**src/rtl/cia_pkg.sv**
```systemverilog
// Shared types and constants for the complex integer ALU.
package cia_pkg;
    localparam int OPERAND_WIDTH = 16;
    localparam int OW  = OPERAND_WIDTH;
    localparam int PW  = 2 * OW;
    localparam int SW  = PW + 1;
    localparam int RW  = 33;
    localparam int QW  = SW;
    localparam int QCW = $clog2(QW + 1);

    localparam logic [1:0] KIND_ADD = 2'd0;
    localparam logic [1:0] KIND_SUB = 2'd1;
    localparam logic [1:0] KIND_MUL = 2'd2;
    localparam logic [1:0] KIND_DIV = 2'd3;

    typedef logic signed [OW-1:0] t_opnd;
    typedef logic signed [RW-1:0] t_res;

    // State carried down the divider pipeline for one item
    typedef struct packed {
        logic          vld;
        logic [1:0]    kind;
        t_res          re;
        t_res          im;
        logic          dz;
        logic [QW-1:0] num_re;
        logic          neg_re;
        logic [QW-1:0] num_im;
        logic          neg_im;
        logic [SW-1:0] den;
        logic [QW-1:0] rem_re;
        logic [QW-1:0] rem_im;
        logic [QW-1:0] quo_re;
        logic [QW-1:0] quo_im;
    } t_stage;
endpackage

```
**src/rtl/cia_front.sv**
```systemverilog
// Front stages: operand products and sums, divider setup.
module cia_front import cia_pkg::*; (
    input  logic          i_clk,
    input  logic          i_rst_n,
    input  logic          i_vld,
    input  logic [1:0]    i_kind,
    input  t_opnd         i_a_re,
    input  t_opnd         i_a_im,
    input  t_opnd         i_b_re,
    input  t_opnd         i_b_im,
    output t_stage        o_stage
);
    logic          r_vld1;
    logic [1:0]    r_kind1;
    t_opnd         r_a_re, r_a_im, r_b_re, r_b_im;
    logic signed [PW-1:0] r_p_rr, r_p_ii, r_p_ri, r_p_ir, r_p_bb, r_p_cc;
    t_stage        r_st;
    t_stage        n_st;

    // Stage one: register operands and form products
    always_ff @(posedge i_clk) begin
        if (!i_rst_n) begin
            r_vld1 <= 1'b0;
        end else begin
            r_vld1 <= i_vld;
        end
        r_kind1 <= i_kind;
        r_a_re  <= i_a_re;
        r_a_im  <= i_a_im;
        r_b_re  <= i_b_re;
        r_b_im  <= i_b_im;
        r_p_rr  <= i_a_re * i_b_re;
        r_p_ii  <= i_a_im * i_b_im;
        r_p_ri  <= i_a_re * i_b_im;
        r_p_ir  <= i_a_im * i_b_re;
        r_p_bb  <= i_b_re * i_b_re;
        r_p_cc  <= i_b_im * i_b_im;
    end

    // Stage two: combine products, sign-magnitude numerators
    logic signed [SW-1:0] w_sr, w_si, w_add_re, w_add_im, w_sub_re, w_sub_im;
    logic signed [SW-1:0] w_nre, w_nim;
    logic          [SW-1:0] w_den;
    logic signed [SW-1:0] w_ar, w_ai, w_br, w_bi;
    always_comb begin
        w_ar = SW'(r_a_re);
        w_ai = SW'(r_a_im);
        w_br = SW'(r_b_re);
        w_bi = SW'(r_b_im);
        w_sr = SW'(r_p_rr) - SW'(r_p_ii);
        w_si = SW'(r_p_ri) + SW'(r_p_ir);
        w_nre = SW'(r_p_rr) + SW'(r_p_ii);
        w_nim = SW'(r_p_ir) - SW'(r_p_ri);
        w_den = SW'(r_p_bb) + SW'(r_p_cc);
        w_add_re = w_ar + w_br;
        w_add_im = w_ai + w_bi;
        w_sub_re = w_br - w_ar;
        w_sub_im = w_bi - w_ai;
        n_st = '0;
        n_st.vld  = r_vld1;
        n_st.kind = r_kind1;
        case (r_kind1)
            KIND_ADD: begin
                n_st.re = RW'(w_add_re);
                n_st.im = RW'(w_add_im);
            end
            KIND_SUB: begin
                n_st.re = RW'(w_sub_re);
                n_st.im = RW'(w_sub_im);
            end
            default: begin
                n_st.re = '0;
                n_st.im = '0;
            end
        endcase
        n_st.neg_re = w_nre[SW-1];
        n_st.num_re = w_nre[SW-1] ? QW'(-w_nre) : QW'(w_nre);
        n_st.neg_im = w_nim[SW-1];
        n_st.num_im = w_nim[SW-1] ? QW'(-w_nim) : QW'(w_nim);
        n_st.den    = w_den;
        n_st.dz     = (r_kind1 == KIND_DIV) && (w_den == '0);
    end

    // Register the add, subtract or multiply result alongside the divider setup
    always_ff @(posedge i_clk) begin
        if (!i_rst_n) begin
            r_st.vld <= 1'b0;
        end else begin
            r_st.vld <= n_st.vld;
        end
        r_st.kind   <= n_st.kind;
        r_st.re     <= (n_st.kind == KIND_MUL) ? RW'(w_sr) : n_st.re;
        r_st.im     <= (n_st.kind == KIND_MUL) ? RW'(w_si) : n_st.im;
        r_st.dz     <= n_st.dz;
        r_st.num_re <= n_st.num_re;
        r_st.neg_re <= n_st.neg_re;
        r_st.num_im <= n_st.num_im;
        r_st.neg_im <= n_st.neg_im;
        r_st.den    <= n_st.den;
        r_st.rem_re <= '0;
        r_st.rem_im <= '0;
        r_st.quo_re <= '0;
        r_st.quo_im <= '0;
    end

    assign o_stage = r_st;
endmodule

```
**config.mk**
```make
export PLATFORM = sky130hd
export DESIGN_NAME = cia_front
export DESIGN_NICKNAME = d
export VERILOG_FILES = /design/src/rtl/cia_pkg.sv /design/src/rtl/cia_front.sv
export SDC_FILE = /design/constraint.sdc
export NUM_CORES = 2
export LEC_CHECK = 0
export BUFFER_PORTS_ARGS = -buffer_cell sky130_fd_sc_hd__buf_2
export CORE_AREA = 2 2 398 499
export DETAILED_ROUTE_END_ITERATION = 12
export DIE_AREA = 0 0 400 501
export SYNTH_ARGS = -nofsm -noshare
export SYNTH_HDL_FRONTEND = slang
export SYNTH_SLANG_ARGS = --single-unit
export TNS_END_PERCENT = 20
```
**constraint.sdc**
```tcl
create_clock -name i_clk -period 8.87 [get_ports i_clk]
set_input_delay 2.661 -clock i_clk [delete_from_list [all_inputs] [get_ports i_clk]]
set_output_delay 2.661 -clock i_clk [all_outputs]
set_load 0.01 [all_outputs]
```
==> parameters.txt <==
Parameter                              Value

GRT
  Remaining global-route overflow ... 0
  Global-route wire length before repair ... ~350 mm
  Via count of the first global-routing pass ... slightly above 60000
  Pin count of the biggest net entering global routing ... slightly above 40
  Combined global-route utilization of all metal layers ... 0.223
  Number of antenna violations at the first check in global routing ... 29

Setup path
  Critical-path maximum fanout ... 15
  Reg-to-reg endpoint ... o_stage[264]
  Crit path buf inv count ... 8
  Startpoint type of the worst setup path ... primary input
  FF-to-FF Start ... r_kind1[0]
  Arrival time at the worst endpoint ... between 9 and 10 ns
  Required arrival time at the worst endpoint ... 9.44 ns
  Cell class contributing the biggest share of worst-path delay ... adder cells
  Worst reg-to-reg setup slack ... 3.15 ns
  Category of the worst setup path capture point ... flop
  CP max stage cell ... sky130_fd_sc_hd__fa_1
  Number of cells on the worst reg-to-reg path ... 15
  CP Depth ... 26
  Critical path's largest stage delay ... between 0.5 and 0.6 ns
  Critical path class ... in2reg
  Cell repeated most along the worst path ... sky130_fd_sc_hd__fa_1

Die
  Standard cell core area ... between 0.15 and 0.2 sq mm
  Die outline width ... roughly 400 microns
  Starting density of the core ... 0.398
  IO Pins ... about 370
  Std-Cell Rows ... between 150 and 200
  Die outline height ... between 500 and 600 microns
  Die Outline Area ... about 0.2 sq mm

Synthesis
  Cell types with the largest area share after synthesis ... sky130_fd_sc_hd__fa_1, sky130_fd_sc_hd__ha_1, sky130_fd_sc_hd__dfxtp_1
  Sequential area share after synthesis ... 0.110
  Share of the synthesized area in the top cell type ... 0.391
  Primary FF master, synth ... sky130_fd_sc_hd__dfxtp_1
  Netlist area before placement ... approximately 0.078 sq mm
  Syn Inst Count ... 8552
  Number of distinct library cells after synthesis ... 93
  Number of synthesized flops with an enable pin ... 0
  Mean cell area of the mapped netlist ... 9.11 sq um
  Largest area contributor in the netlist ... sky130_fd_sc_hd__fa_1
  Number of warning messages in the yosys log ... 0
  Share of flip-flops with an asynchronous set or reset after synthesis ... 0
  Post-synthesis sequential element count ... around 430

Routing
  Via count ... about 58000
  Number of detailed-route iterations in the first pass ... 5
  Residual antenna-violating net count after detailed routing ... 0
  Routed wire length per instance ... 18.6 microns
  Violation count after the first detailed-routing iteration ... roughly 2900
  Residual DRC ... 0
  Post-detailed-routing wire length ... around 220 mm
  Detailed-route vias per instance ... approximately 4.9

Clocking
  Post-cts resize count ... 0
  Number of clock buffers inserted by TritonCTS ... 49
  Setup repair bufs after CTS ... 0
  TritonCTS clock tree ... done
  Count of clock tree sinks ... roughly 430
  Worst skew pair latency ... about 0.67 ns
  # H-tree levels ... 2
  CTS Hold Bufs ... 0
  Worst-path clk slew ... roughly 0.07 ns
  Clk Tree Root Cell ... sky130_fd_sc_hd__clkbuf_16
  Buffers from clock root to sink, at most ... 3

Cells and area
  Commonest cells after routing, fill and taps aside ... sky130_fd_sc_hd__inv_1, sky130_fd_sc_hd__fa_1, sky130_fd_sc_hd__nand2_1
  Most common library cell in the layout ignoring fill and taps ... sky130_fd_sc_hd__inv_1
  Area used by sequential logic in the layout ... 0.00853 sq mm
  Relative area change from synthesis to final layout ... 12.0%
  Number of inserted filler cells in the final layout ... 19100
  Multi-input logic area ... 0.0604 sq mm
  Share of cells above drive strength 1 ... 0.109
  Final net count ... between 10000 and 15000

STA
  Pins Over Slew Limit ... 0
  Endpoints failing hold ... 0
  Transition time of the tightest slew-check pin ... approximately 1.2 ns
  Final setup viols ... 0
  RSZ-0062 raised after global routing ... yes
  Period utilisation layout ... 0.971
  Total negative slack for setup checks ... 0 ns
  Time the final worst path needs with I/O delays and setup ... 8.62 ns
  Tightest hold margin ... between 0.4 and 0.5 ns
  Worst Skew ... 0.0457 ns
  Upper clock frequency limit ... between 0.1 and 0.15 GHz
  Worst slew margin relative to its limit ... 0.183

Worst hold path
  Worst Hold Launch ... r_vld1
  Hold path depth ... 1
  Worst min-delay path endpoint ... o_stage[302]
  Worst hold-check path type ... reg2reg

Placed design
  Gp weighted congestion ... 0.907
  Detail Placement HPWL ... approximately 190 mm
  Number of I/O port buffers ... 239

Run status
  Run status ... completed

Flow run
  Number of max-capacitance violations reported ... 0
[synth_stat cells, drive strengths merged, types with 112 or more instances]
| master | count |
|---|---|
| a21oi | 293 |
| and2 | 562 |
| buf | 155 |
| clkbuf | 303 |
| dfxtp | 426 |
| fa | 1521 |
| ha | 709 |
| inv | 1924 |
| nand2 | 763 |
| nor2 | 351 |
| o21ai | 182 |
| xnor2 | 367 |
| xor2 | 112 |
[layout make-up]
class                   count  share of cell area
flip-flops and latches    426              0.0977
well taps                2576              0.0369
inverters                1928              0.0829
clock buffers              58              0.0151
repair buffers            838              0.0699
diodes                     14            0.000402
multi-input cells        5871               0.692
clock inverters            31             0.00455
[metal layers]
layer / share of wire / wire length [microns] / vias to the layer above / global-route usage
met5: 0.00038 / 82 / - / 0
met4: 0.039 / 8450 / 14 / 0.0766
met3: 0.049 / 10700 / 293 / 0.0251
met2: 0.50 / 109000 / 1456 / 0.393
met1: 0.41 / 89800 / 29300 / 0.282
li1: - / - / 26700 / -
[how the worst max path moves through the flow]
stage,to,start
final,r_p_ir[29],i_b_re[5]
after global routing,r_p_cc[31],i_b_im[1]
after CTS,r_p_cc[31],i_b_im[1]
after detailed placement,r_p_ir[29],i_b_re[5]
after global placement,r_p_ir[29],i_b_re[5]
after floorplan,r_p_ii[31],i_b_im[1]
[logic make-up (layout without fill, tap and decap cells)]
group,after synthesis,after routing,synth area share
XOR/XNOR,479,479,0.0540
other,1,146,0.0000482
multiplexers,7,7,0.000916
adder cells (fa/ha/maj),2230,2230,0.505
AO/OA/AOI/OAI,932,932,0.0779
flip-flops,426,426,0.110
buffers and inverters,2386,2855,0.122
AND/OR/NAND/NOR,2091,2091,0.131
[registers in the layout, indices dropped and copies added (netlist names)]
signal / flops
o_stage: 171
r_p_ii: 32
r_p_ir: 32
r_p_ri: 32
r_p_rr: 32
r_p_bb: 31
r_p_cc: 31
r_a_im: 16
r_a_re: 16
r_b_im: 15
r_b_re: 15
r_kind1: 2
r_vld1: 1
[through the flow]
step | util | setup slack, ns | instance area, sq um | std cells
floorplan | - | -0.00790 | 78400 | 8683
detailed placement | 0.436 | -0.474 | 85400 | 11600
global route | 0.445 | -0.0678 | 87200 | 11700
global placement | 0.436 | -0.375 | 85400 | 11600
finish | 0.445 | 0.254 | 87200 | 11700
CTS | 0.445 | 0.213 | 87200 | 11700
Power is left out: the tool's default activity adds up to more than one toggle a clock period on the data nets, which glitch-free logic cannot reach.
