`src/rtl/cia_pkg.sv`:
```
// Shared types and constants for the complex integer ALU.
package cia_pkg;
    localparam int OPERAND_WIDTH = 16;
    localparam int OW  = OPERAND_WIDTH;
    localparam int PW  = 2 * OW;
    localparam int SW  = PW + 1;
    localparam int RW  = 33;
    localparam int QW  = SW;
    localparam int QCW = $clog2(QW + 1);

    localparam logic [1:0] KIND_ADD = 2'd0;
    localparam logic [1:0] KIND_SUB = 2'd1;
    localparam logic [1:0] KIND_MUL = 2'd2;
    localparam logic [1:0] KIND_DIV = 2'd3;

    typedef logic signed [OW-1:0] t_opnd;
    typedef logic signed [RW-1:0] t_res;

    // State carried down the divider pipeline for one item
    typedef struct packed {
        logic          vld;
        logic [1:0]    kind;
        t_res          re;
        t_res          im;
        logic          dz;
        logic [QW-1:0] num_re;
        logic          neg_re;
        logic [QW-1:0] num_im;
        logic          neg_im;
        logic [SW-1:0] den;
        logic [QW-1:0] rem_re;
        logic [QW-1:0] rem_im;
        logic [QW-1:0] quo_re;
        logic [QW-1:0] quo_im;
    } t_stage;
endpackage

```
`src/rtl/cia_div_step.sv`:
```
// One pipelined restoring-division stage: one quotient bit per part.
module cia_div_step import cia_pkg::*; (
    input  logic          i_clk,
    input  logic          i_rst_n,
    input  logic [QCW-1:0] i_bit,
    input  t_stage        i_stage,
    output t_stage        o_stage
);
    t_stage r_st;
    t_stage n_st;
    logic [QW:0] w_tr, w_ti;

    // Shift in next numerator bit, subtract if it fits
    always_comb begin
        n_st = i_stage;
        w_tr = {i_stage.rem_re, i_stage.num_re[i_bit]};
        w_ti = {i_stage.rem_im, i_stage.num_im[i_bit]};
        if (w_tr >= (QW+1)'(i_stage.den)) begin
            n_st.rem_re = QW'(w_tr - (QW+1)'(i_stage.den));
            n_st.quo_re = {i_stage.quo_re[QW-2:0], 1'b1};
        end else begin
            n_st.rem_re = QW'(w_tr);
            n_st.quo_re = {i_stage.quo_re[QW-2:0], 1'b0};
        end
        if (w_ti >= (QW+1)'(i_stage.den)) begin
            n_st.rem_im = QW'(w_ti - (QW+1)'(i_stage.den));
            n_st.quo_im = {i_stage.quo_im[QW-2:0], 1'b1};
        end else begin
            n_st.rem_im = QW'(w_ti);
            n_st.quo_im = {i_stage.quo_im[QW-2:0], 1'b0};
        end
    end

    // Advance stage
    always_ff @(posedge i_clk) begin
        if (!i_rst_n) begin
            r_st.vld <= 1'b0;
        end else begin
            r_st.vld <= n_st.vld;
        end
        r_st.kind   <= n_st.kind;
        r_st.re     <= n_st.re;
        r_st.im     <= n_st.im;
        r_st.dz     <= n_st.dz;
        r_st.num_re <= n_st.num_re;
        r_st.neg_re <= n_st.neg_re;
        r_st.num_im <= n_st.num_im;
        r_st.neg_im <= n_st.neg_im;
        r_st.den    <= n_st.den;
        r_st.rem_re <= n_st.rem_re;
        r_st.rem_im <= n_st.rem_im;
        r_st.quo_re <= n_st.quo_re;
        r_st.quo_im <= n_st.quo_im;
    end

    assign o_stage = r_st;
endmodule
```
`config.mk`:
```
export PLATFORM = sky130hd
export DESIGN_NAME = cia_div_step
export DESIGN_NICKNAME = d
export VERILOG_FILES = /design/src/rtl/cia_pkg.sv /design/src/rtl/cia_div_step.sv
export SDC_FILE = /design/constraint.sdc
export NUM_CORES = 1
export LEC_CHECK = 0
export BUFFER_PORTS_ARGS = -buffer_cell sky130_fd_sc_hd__buf_2
export CORE_AREA = 10 10 229 231
export CTS_BUF_LIST = sky130_fd_sc_hd__clkbuf_8
export DETAILED_ROUTE_END_ITERATION = 10
export DIE_AREA = 0 0 239 241
export GPL_ROUTABILITY_DRIVEN = 0
export PLACE_DENSITY_LB_ADDON = 0.25
export SLEW_MARGIN = 40
export SYNTH_ARGS = -nofsm -noshare
export SYNTH_HDL_FRONTEND = slang
export SYNTH_SLANG_ARGS = --single-unit
export TNS_END_PERCENT = 1
```
`constraint.sdc`:
```
create_clock -name i_clk -period 4.6 [get_ports i_clk]
set_clock_uncertainty 0.1 [all_clocks]
set_input_delay 0.23 -clock i_clk [delete_from_list [all_inputs] [get_ports i_clk]]
set_output_delay 0.23 -clock i_clk [all_outputs]
set_load 0.1 [all_outputs]
```
==> run metrics, run 1 <==
status=finished, final reports clean; FILL cells=4607; required time worst endpoint=5000 ps; CTS tree=yes; final wirelength=54500 um; initial antenna violation count=19; cell count after synthesis=961; RSZ-0062 raised after global routing=false; final setup fails=0; Root Buffer=clkbuf_8; CP Max Fanout=10; Tmin final=4390 ps; top-count cell post-synth=dfxtp_1; Setup CP Type=in2reg; leading post-synthesis cells by cell area=dfxtp_1, ha_1, mux4_2; H-tree lvl count=2; Port Buf Inserts=611; area occupied by multi-input gates=4380 um2; Post-synth ARST share=0%; vias per inst=4.26; CTS clk-pin slew, worst paths=70 ps; Initial Util=22.5%; Hold Crit Class=in2reg; total CTS buffers=54; slowest CP cell=dlygate4sd3_1; grt total ovfl=0; synthesized area=10700 um2; Leak=0.00926 uW; pwr/cell area=464 nW/um2; detailed-route DRC error count=0; CP bufs+invs=6; Core ar.=47500 um2; Worst setup SP type=input pin; Vias=11184; worst rel slew slack=49.2%; WHS=143 ps; Syn Area/Cell=11.1 um2; Crit. End Element=flip-flop; # Max-Cap Violations=0; row count=80; Crit path max-delay family=multiplexers; syn_nets=1340; Max stage delay on crit path=540 ps; Die X=239 um; first-pass GRT wire length=77500 um; clk sink count=303; Seq/Total Area, Yosys=56.6%; design area=19200 um2; max reg flops=303; crit-path cells=dlygate4sd3_1 > buf_2 > mux4_2 > mux4_2 > mux2i_1 > nor2_1 > a21oi_1 > buf_4 > ha_1 > inv_1 > fa_2 > a21oi_2 > buf_6 > o221ai_4 > o211ai_1 > nand3_2 > a21boi_2 > or2_1 > a41o_4 > buf_12 > mux2_4; largest net degree at the start of global routing=33; fin. max-slew vios=0; #FFs+latches synth=303; DRT antenna net count=0; critical path's most frequent cell=mux4_2; Max Clk Rate=228 MHz; register area=6070 um2; final hold violations=0; number of synthesis warnings=0; Die Footprint=57600 um2; Final period util=95.5%; vias in the first global route=12180; Die H=241 um; Post-synth EDFFs=0; synth cell count leaders=dfxtp_1, a21oi_1, nand2_1, ha_1, inv_1; Initial DRT Pass Iterations=5; final layout net count=2333; area fraction of the dominant cell type after synthesis=56.6%; DR iter-0 viols=496; WL per Instance=20.8 um; Max Root-Sink Buffers=3; hpwl dp=43600 um; Worst-Margin Slew=743 ps; # IOs=614; Placed Instance Area=14800 um2; maximum VDD drop=0.000275 V; Synth Flop Type=dfxtp_1; Cell variety after synth=69; Worst Path Arrival=4790 ps; leading area contributor after synthesis=dfxtp_1; layout cells sized above 1=39.4%; area grow syn2layout=78.9%; global-route usage over all layers=18.0%
## worst paths after layout
check	from	endpoint	depth (start not counted)
setup / recovery	i_stage[231]	o_stage[118]	21
hold / removal	i_stage[253]	o_stage[253]	2
## through the flow
| stage | power (uW) | TNS, ps | cells | worst slack [ps] | utilization [%] |
|---|---|---|---|---|---|
| 6_report | 8880 | 0 | 2624 | 208 | 40.3 |
| 3_3_place_gp | 6020 | -8110 | 2208 | -276 | 31.2 |
| 4_1_cts | 8960 | 0 | 2607 | 67.0 | 40.0 |
| 2_1_floorplan | 5300 | 0 | 961 | 45.4 | - |
| 5_1_grt | 9260 | 0 | 2622 | 3.91 | 40.3 |
| 3_5_place_dp | 6030 | -12750 | 2208 | -331 | 31.2 |
## layout make-up
type,instances,share of cell area [%]
Tap cell,615,4.02
Inverter,60,1.18
Clock inverter,25,0.888
Antenna cell,14,0.183
Timing Repair Buffer,956,34.1
Sequential cell,303,31.7
Multi-Input combinational cell,579,22.9
Clock buffer,72,5.17
## cells by family (layout without fill, tap and decap cells)
kind of cell | after synthesis | after routing | share of synthesized area [%]
AO/OA/AOI/OAI | 235 | 235 | 13.7
XOR/XNOR | 57 | 57 | 4.66
adder cells (fa/ha/maj) | 68 | 68 | 8.08
buffers and inverters | 79 | 1113 | 3.02
flip-flops | 303 | 303 | 56.6
multiplexers | 36 | 36 | 5.93
other | 0 | 14 | 0
AND/OR/NAND/NOR | 183 | 183 | 7.97
## timing repair
action                                 4_1_cts  5_1_grt
setup endpoints to repair                    0       50
hold buffers                               302        0
resized for setup                            0        9
endpoints found under the hold margin      301        0
buffers inserted                             0        1
## routing by layer
metal / global-route usage (%) / wire length [um] / vias up
li1: - / - / 5393
met5: 0 / 56 / -
met1: 20.4 / 21800 / 5218
met3: 7.04 / 5070 / 104
met2: 29.9 / 25700 / 459
met4: 7.66 / 1880 / 10
## where the power goes
part	internal (uW)	switching, uW
clock network	1510	1170
logic	790	2480
registers	2870	72.1
## cell usage in the layout, fill, tap and decap left out, types with 8 or more instances in the layout
cell type,n
a21o_1,27
a21oi_1,82
buf_2,611
buf_4,34
clkbuf_8,72
dfxtp_1,303
diode_2,14
dlygate4sd3_1,302
ha_1,66
inv_1,73
mux4_2,20
nand2_1,71
nand3_1,9
nand4_1,10
nor2_1,51
nor3_1,8
o21ai_0,58
o21bai_1,13
xnor2_1,34
xor2_1,23
(Power assumes the default switching activity.)
==> inputs of run 2 (changes only) <==
Settings changed: CORE_AREA 10 10 229 231 to 10 10 233 235, DIE_AREA 0 0 239 241 to 0 0 243 245, PLACE_DENSITY_LB_ADDON 0.25 to 0.12.
==> run 2 against run 1 <==
Against the previous run:
- core utilization is 1.7 points lower
- critical path depth is 2 lower
- sequential power hardly changed
- final cell count is 1.7% higher
- flip-flop and latch count stayed put
- non-clock buffer count is 4 lower
- clock power is 5% higher
- via count is 3.2% lower
- clock-buffer cell count is 5 lower
- sequential share of layout area hardly changed
- largest power group unchanged
- highest routed layer unchanged
==> run metrics, run 2 (synthesis gave the netlist of run 1 again) <==
detailed-route DRC error count=0 (unchanged); Placed Instance Area=14900 um2 (was 14800 um2); # IOs=614 (unchanged); Tmin final=4410 ps (was 4390 ps); most frequent cells in the layout=buf_2, dlygate4sd3_1, dfxtp_1, a21oi_1, inv_1 (was buf_2, dfxtp_1, dlygate4sd3_1, a21oi_1, inv_1); layout cells sized above 1=39.2% (was 39.4%); Die X=243 um (was 239 um); max reg flops=303 (unchanged); area occupied by multi-input gates=4360 um2 (was 4380 um2); hpwl dp=43900 um (was 43600 um); Worst Path Arrival=4820 ps (was 4790 ps); largest net degree at the start of global routing=35 (was 33); Crit. End Element=flip-flop (unchanged); Final period util=95.8% (was 95.5%); worst rel slew slack=57.0% (was 49.2%); # Max-Cap Violations=0 (unchanged); first-pass GRT wire length=78100 um (was 77500 um); slowest CP cell=dlygate4sd3_1 (unchanged); DR iter-0 viols=341 (was 496); Worst setup SP type=input pin (unchanged); Initial DRT Pass Iterations=6 (was 5); DRT antenna net count=0 (unchanged); Core ar.=49700 um2 (was 47500 um2); status=finished, final reports clean (unchanged); initial antenna violation count=6 (was 19); crit-path cells=dlygate4sd3_1 > buf_2 > mux4_2 > mux4_2 > mux2i_1 > nor2_1 > a21oi_2 > ha_1 > inv_1 > fa_1 > a211oi_1 > o21bai_1 > a21oi_2 > o21ai_2 > a211o_1 > a31oi_4 > o41ai_4 > buf_12 > mux2_2 (was dlygate4sd3_1 > buf_2 > mux4_2 > mux4_2 > mux2i_1 > nor2_1 > a21oi_1 > buf_4 > ha_1 > inv_1 > fa_2 > a21oi_2 > buf_6 > o221ai_4 > o211ai_1 > nand3_2 > a21boi_2 > or2_1 > a41o_4 > buf_12 > mux2_4); clk sink count=303 (unchanged); required time worst endpoint=5010 ps (was 5000 ps); RSZ-0062 raised after global routing=false (unchanged); CP Max Fanout=34 (was 10); CTS clk-pin slew, worst paths=60 ps (was 70 ps); Root Buffer=clkbuf_8 (unchanged); final wirelength=53600 um (was 54500 um); post-CTS setup buffer count=0 (unchanged); final setup fails=0 (unchanged); Final Power=8980 uW (was 8880 uW); area grow syn2layout=78.8% (was 78.9%); register area=6070 um2 (unchanged); final hold violations=0 (unchanged); pwr/cell area=469 nW/um2 (was 464 nW/um2); maximum VDD drop=0.000288 V (was 0.000275 V); final layout net count=2330 (was 2333); vias in the first global route=11794 (was 12180); Worst-Margin Slew=628 ps (was 743 ps); Die Footprint=59500 um2 (was 57600 um2); Hold Crit Class=in2reg (unchanged); total CTS buffers=55 (was 54); Setup CP Type=in2reg (unchanged); H-tree lvl count=2 (unchanged); Port Buf Inserts=611 (unchanged); most common cell after layout, fill and taps aside=buf_2 (unchanged); CTS tree=yes (unchanged); Initial Util=21.6% (was 22.5%); FILL cells=5025 (was 4607); Leak=0.00924 uW (was 0.00926 uW); Max Root-Sink Buffers=3 (unchanged); Vias=10828 (was 11184); row count=82 (was 80); Die H=245 um (was 241 um); Setup TNS Final=0 ps (unchanged); Max stage delay on crit path=550 ps (was 540 ps); global-route usage over all layers=17.4% (was 18.0%); design area=19200 um2 (about the same); fin. max-slew vios=0 (unchanged); WHS=67.3 ps (was 143 ps); Max Clk Rate=227 MHz (was 228 MHz); vias per inst=4.06 (was 4.26); grt total ovfl=0 (unchanged); WL per Instance=20.1 um (was 20.8 um)
-- run 2: cell count changes in the layout (fill, tap and decap cells not counted), sizes merged, moves of 3 or more --
cell,change
clkbuf,-7
buf,-3
diode,-10
clkinv,+4
bufinv,+3
-- run 2: power breakdown --
part / internal, uW / switching, uW
clock network: 1600 / 1200
registers: 2870 / 66.9
logic: 771 / 2460
total: 5240 / 3740
-- run 2: worst paths after layout --
kind,startpoint,endpoint,slack (ps),cells after the start
max,i_stage[197],o_stage[82],190,19
min,i_bit[4],o_stage[66],70,5
-- run 2: metrics by stage --
stage / worst slack (ps) / util [%] / std cells
after floorplan: 45.4 / - / 961
after global placement: -166 / 30.0 / 2263
after detailed placement: -261 / 30.0 / 2263
after CTS: 119 / 38.5 / 2664
after global routing: 4.73 / 38.6 / 2667
final: 194 / 38.6 / 2668
-- run 2: layout make-up --
| class | count | area share (%) |
|---|---|---|
| multi-input cells | 579 | 22.8 |
| clock inverters | 31 | 1.52 |
| diodes | 4 | 0.0523 |
| well taps | 672 | 4.39 |
| flip-flops and latches | 303 | 31.7 |
| inverters | 60 | 1.18 |
| clock buffers | 67 | 4.81 |
| repair buffers | 952 | 33.6 |
-- run 2: routing by layer --
layer,routed length [um],track usage [%],up-vias
li1,-,-,5374
met1,21500,19.5,5008
met2,26700,30.4,375
met3,4210,6.19,67
met4,1140,4.96,4
met5,14,0,-
-- run 2: timing repair --
item / 4_1_cts / 5_1_grt
hold endpoints to repair: 302 / 0
setup endpoints to repair: 0 / 29
resized for setup: 0 / 4
hold buffers: 303 / 0
-- run 2: worst max-delay path, delay by kind of cell --
kind	cells	cell delay, ps
compound gates	8	1560
fa+ha+maj	2	600
buf+inv	4	980
mux	4	1370
simple gates	1	70
==> inputs of run 3 (changes only) <==
Settings changed: HOLD_SLACK_MARGIN set to 0.03, RECOVER_POWER set to 50.
==> run 3 against run 2 <==
Against the previous run:
- die area unchanged
- power decreased by 0.20%
- sequential share of layout area increased by 0.31 points
- worst hold slack improved by 35 ps
- core utilization decreased by 0.37 points
- setup slack got worse by 16 ps
- global-route usage unchanged
- sequential power about the same
- flip-flop and latch count unchanged
==> run metrics, run 3 (synthesis gave the netlist of run 1 again) <==
crit-path cells=dlygate4sd3_1 > clkbuf_1 > mux4_2 > mux4_2 > mux2i_1 > nor2_1 > a21oi_2 > ha_1 > inv_1 > fa_1 > a211oi_1 > o21bai_1 > a21oi_2 > o21ai_2 > a211o_1 > a31oi_4 > o41ai_4 > buf_12 > mux2_2 (was dlygate4sd3_1 > buf_2 > mux4_2 > mux4_2 > mux2i_1 > nor2_1 > a21oi_2 > ha_1 > inv_1 > fa_1 > a211oi_1 > o21bai_1 > a21oi_2 > o21ai_2 > a211o_1 > a31oi_4 > o41ai_4 > buf_12 > mux2_2); design area=19000 um2 (was 19200 um2); sw power=3740 uW (about the same); RSZ-0062 raised after global routing=false (unchanged); CP bufs+invs=4 (unchanged); final setup fails=0 (unchanged); pwr/cell area=472 nW/um2 (was 469 nW/um2); Reg power frac=32.8% (was 32.7%); Leak=0.00883 uW (was 0.00924 uW); # IOs=614 (unchanged); CP Max Fanout=34 (unchanged); Crit path max-delay family=compound AO/OA/AOI/OAI gates (unchanged); most frequent cells in the layout=buf_2, dlygate4sd3_1, dfxtp_1, clkbuf_1, a21oi_1 (was buf_2, dlygate4sd3_1, dfxtp_1, a21oi_1, inv_1); Core ar.=49700 um2 (unchanged); post-CTS setup buffer count=0 (unchanged); area grow syn2layout=77.1% (was 78.8%); Initial Util=21.6% (unchanged); hpwl dp=43900 um (unchanged); final hold violations=0 (unchanged); Hold Crit Class=in2reg (unchanged); DRT antenna net count=0 (unchanged); row count=82 (unchanged); worst rel slew slack=17.5% (was 57.0%); required time worst endpoint=5010 ps (about the same); Die Footprint=59500 um2 (unchanged); slowest CP cell=dlygate4sd3_1 (unchanged); Vias=10852 (was 10828); vias in the first global route=11794 (unchanged); largest net degree at the start of global routing=35 (unchanged); placed insts=2263 (unchanged); final layout net count=2331 (was 2330); internal power=5220 uW (was 5240 uW); grt total ovfl=0 (unchanged); Worst-Margin Slew=1240 ps (was 628 ps); maximum VDD drop=0.000289 V (was 0.000288 V); WL per Instance=20.1 um (about the same); H-tree lvl count=2 (unchanged); Die H=245 um (unchanged); Max Root-Sink Buffers=3 (unchanged); Root Buffer=clkbuf_8 (unchanged); # Max-Cap Violations=0 (unchanged); Die X=243 um (unchanged); Worst Path Arrival=4830 ps (was 4820 ps); Max stage delay on crit path=550 ps (about the same); most common cell after layout, fill and taps aside=buf_2 (unchanged); Final period util=96.1% (was 95.8%); status=finished, final reports clean (unchanged); Cell Count, Final, Fillers Out=2668 (unchanged); Gate power share=35.9% (was 36.0%); Port Buf Inserts=611 (unchanged); first-pass GRT wire length=78100 um (about the same); Crit. End Element=flip-flop (unchanged); clk sink count=303 (unchanged); CTS clk-pin slew, worst paths=70 ps (was 60 ps); fin. max-slew vios=0 (unchanged); global-route usage over all layers=17.4% (unchanged); Setup CP Type=in2reg (unchanged); vias per inst=4.07 (was 4.06); Clk pwr share=31.3% (about the same); post-layout util=38.2% (was 38.6%); layout cells sized above 1=31.4% (was 39.2%); Worst setup SP type=input pin (unchanged); DR iter-0 viols=361 (was 341); Max Clk Rate=226 MHz (was 227 MHz); initial antenna violation count=5 (was 6); total CTS buffers=55 (unchanged); Tmin final=4420 ps (was 4410 ps); max reg flops=303 (unchanged); CTS tree=yes (unchanged); detailed-route DRC error count=0 (unchanged); switching share of power=41.7% (was 41.6%); Initial DRT Pass Iterations=5 (was 6); final wirelength=53700 um (was 53600 um); Placed Instance Area=14900 um2 (unchanged)
[run 3: cell types whose count changed in the layout (fill, tap and decap cells not counted), sizes merged]
cell | previous run | this run
diode | 4 | 3
dlygate4sd3 | 303 | 304
clkbuf | 67 | 220
buf | 649 | 496
[run 3: stage by stage]
step                      hold WS, ps  power (uW)  TNS, ps  setup WS [ps]
after floorplan                   158        5300        0           45.4
after global placement            232        6020    -3820           -166
after detailed placement          234        6020    -8760           -261
after CTS                        37.2        9110        0            119
after global routing             51.7        9350        0           3.88
final                             102        8960        0            178
[run 3: timing repair]
item                                    4_1_cts  5_1_grt
gates resized for setup                       0        4
hold buffers                                304        0
endpoints found under the setup margin        0       29
endpoints found under the hold margin       302        0
[run 3: final timing paths]
| check | cells past startpoint | endpoint | slack (ps) | start |
|---|---|---|---|---|
| hold / removal | 2 | o_stage[234] | 100 | i_stage[234] |
| setup / recovery | 19 | o_stage[82] | 180 | i_stage[197] |
[run 3: routing by layer]
layer | share of wire (%) | track usage, %
met1 | 40 | 19.5
met2 | 50 | 30.5
met4 | 2.1 | 4.74
met5 | 0.026 | 0
met3 | 7.8 | 6.29
[run 3: power by group through the flow]
stage          clock (uW)  sequential (uW)  combinational, uW
2_1_floorplan           0             4730                565
3_3_place_gp            0             2990               3040
3_5_place_dp            0             2990               3030
4_1_cts              2910             2940               3260
5_1_grt              3020             2960               3370
6_report             2810             2940               3220
[run 3: layout make-up]
class / count / area [um2]
Fill cell: 5097 / 30700
Timing Repair Buffer: 953 / 6260
Sequential cell: 303 / 6070
Multi-Input combinational cell: 579 / 4360
Clock buffer: 67 / 922
Tap cell: 672 / 841
Clock inverter: 31 / 290
Inverter: 60 / 225
Antenna cell: 3 / 7.51
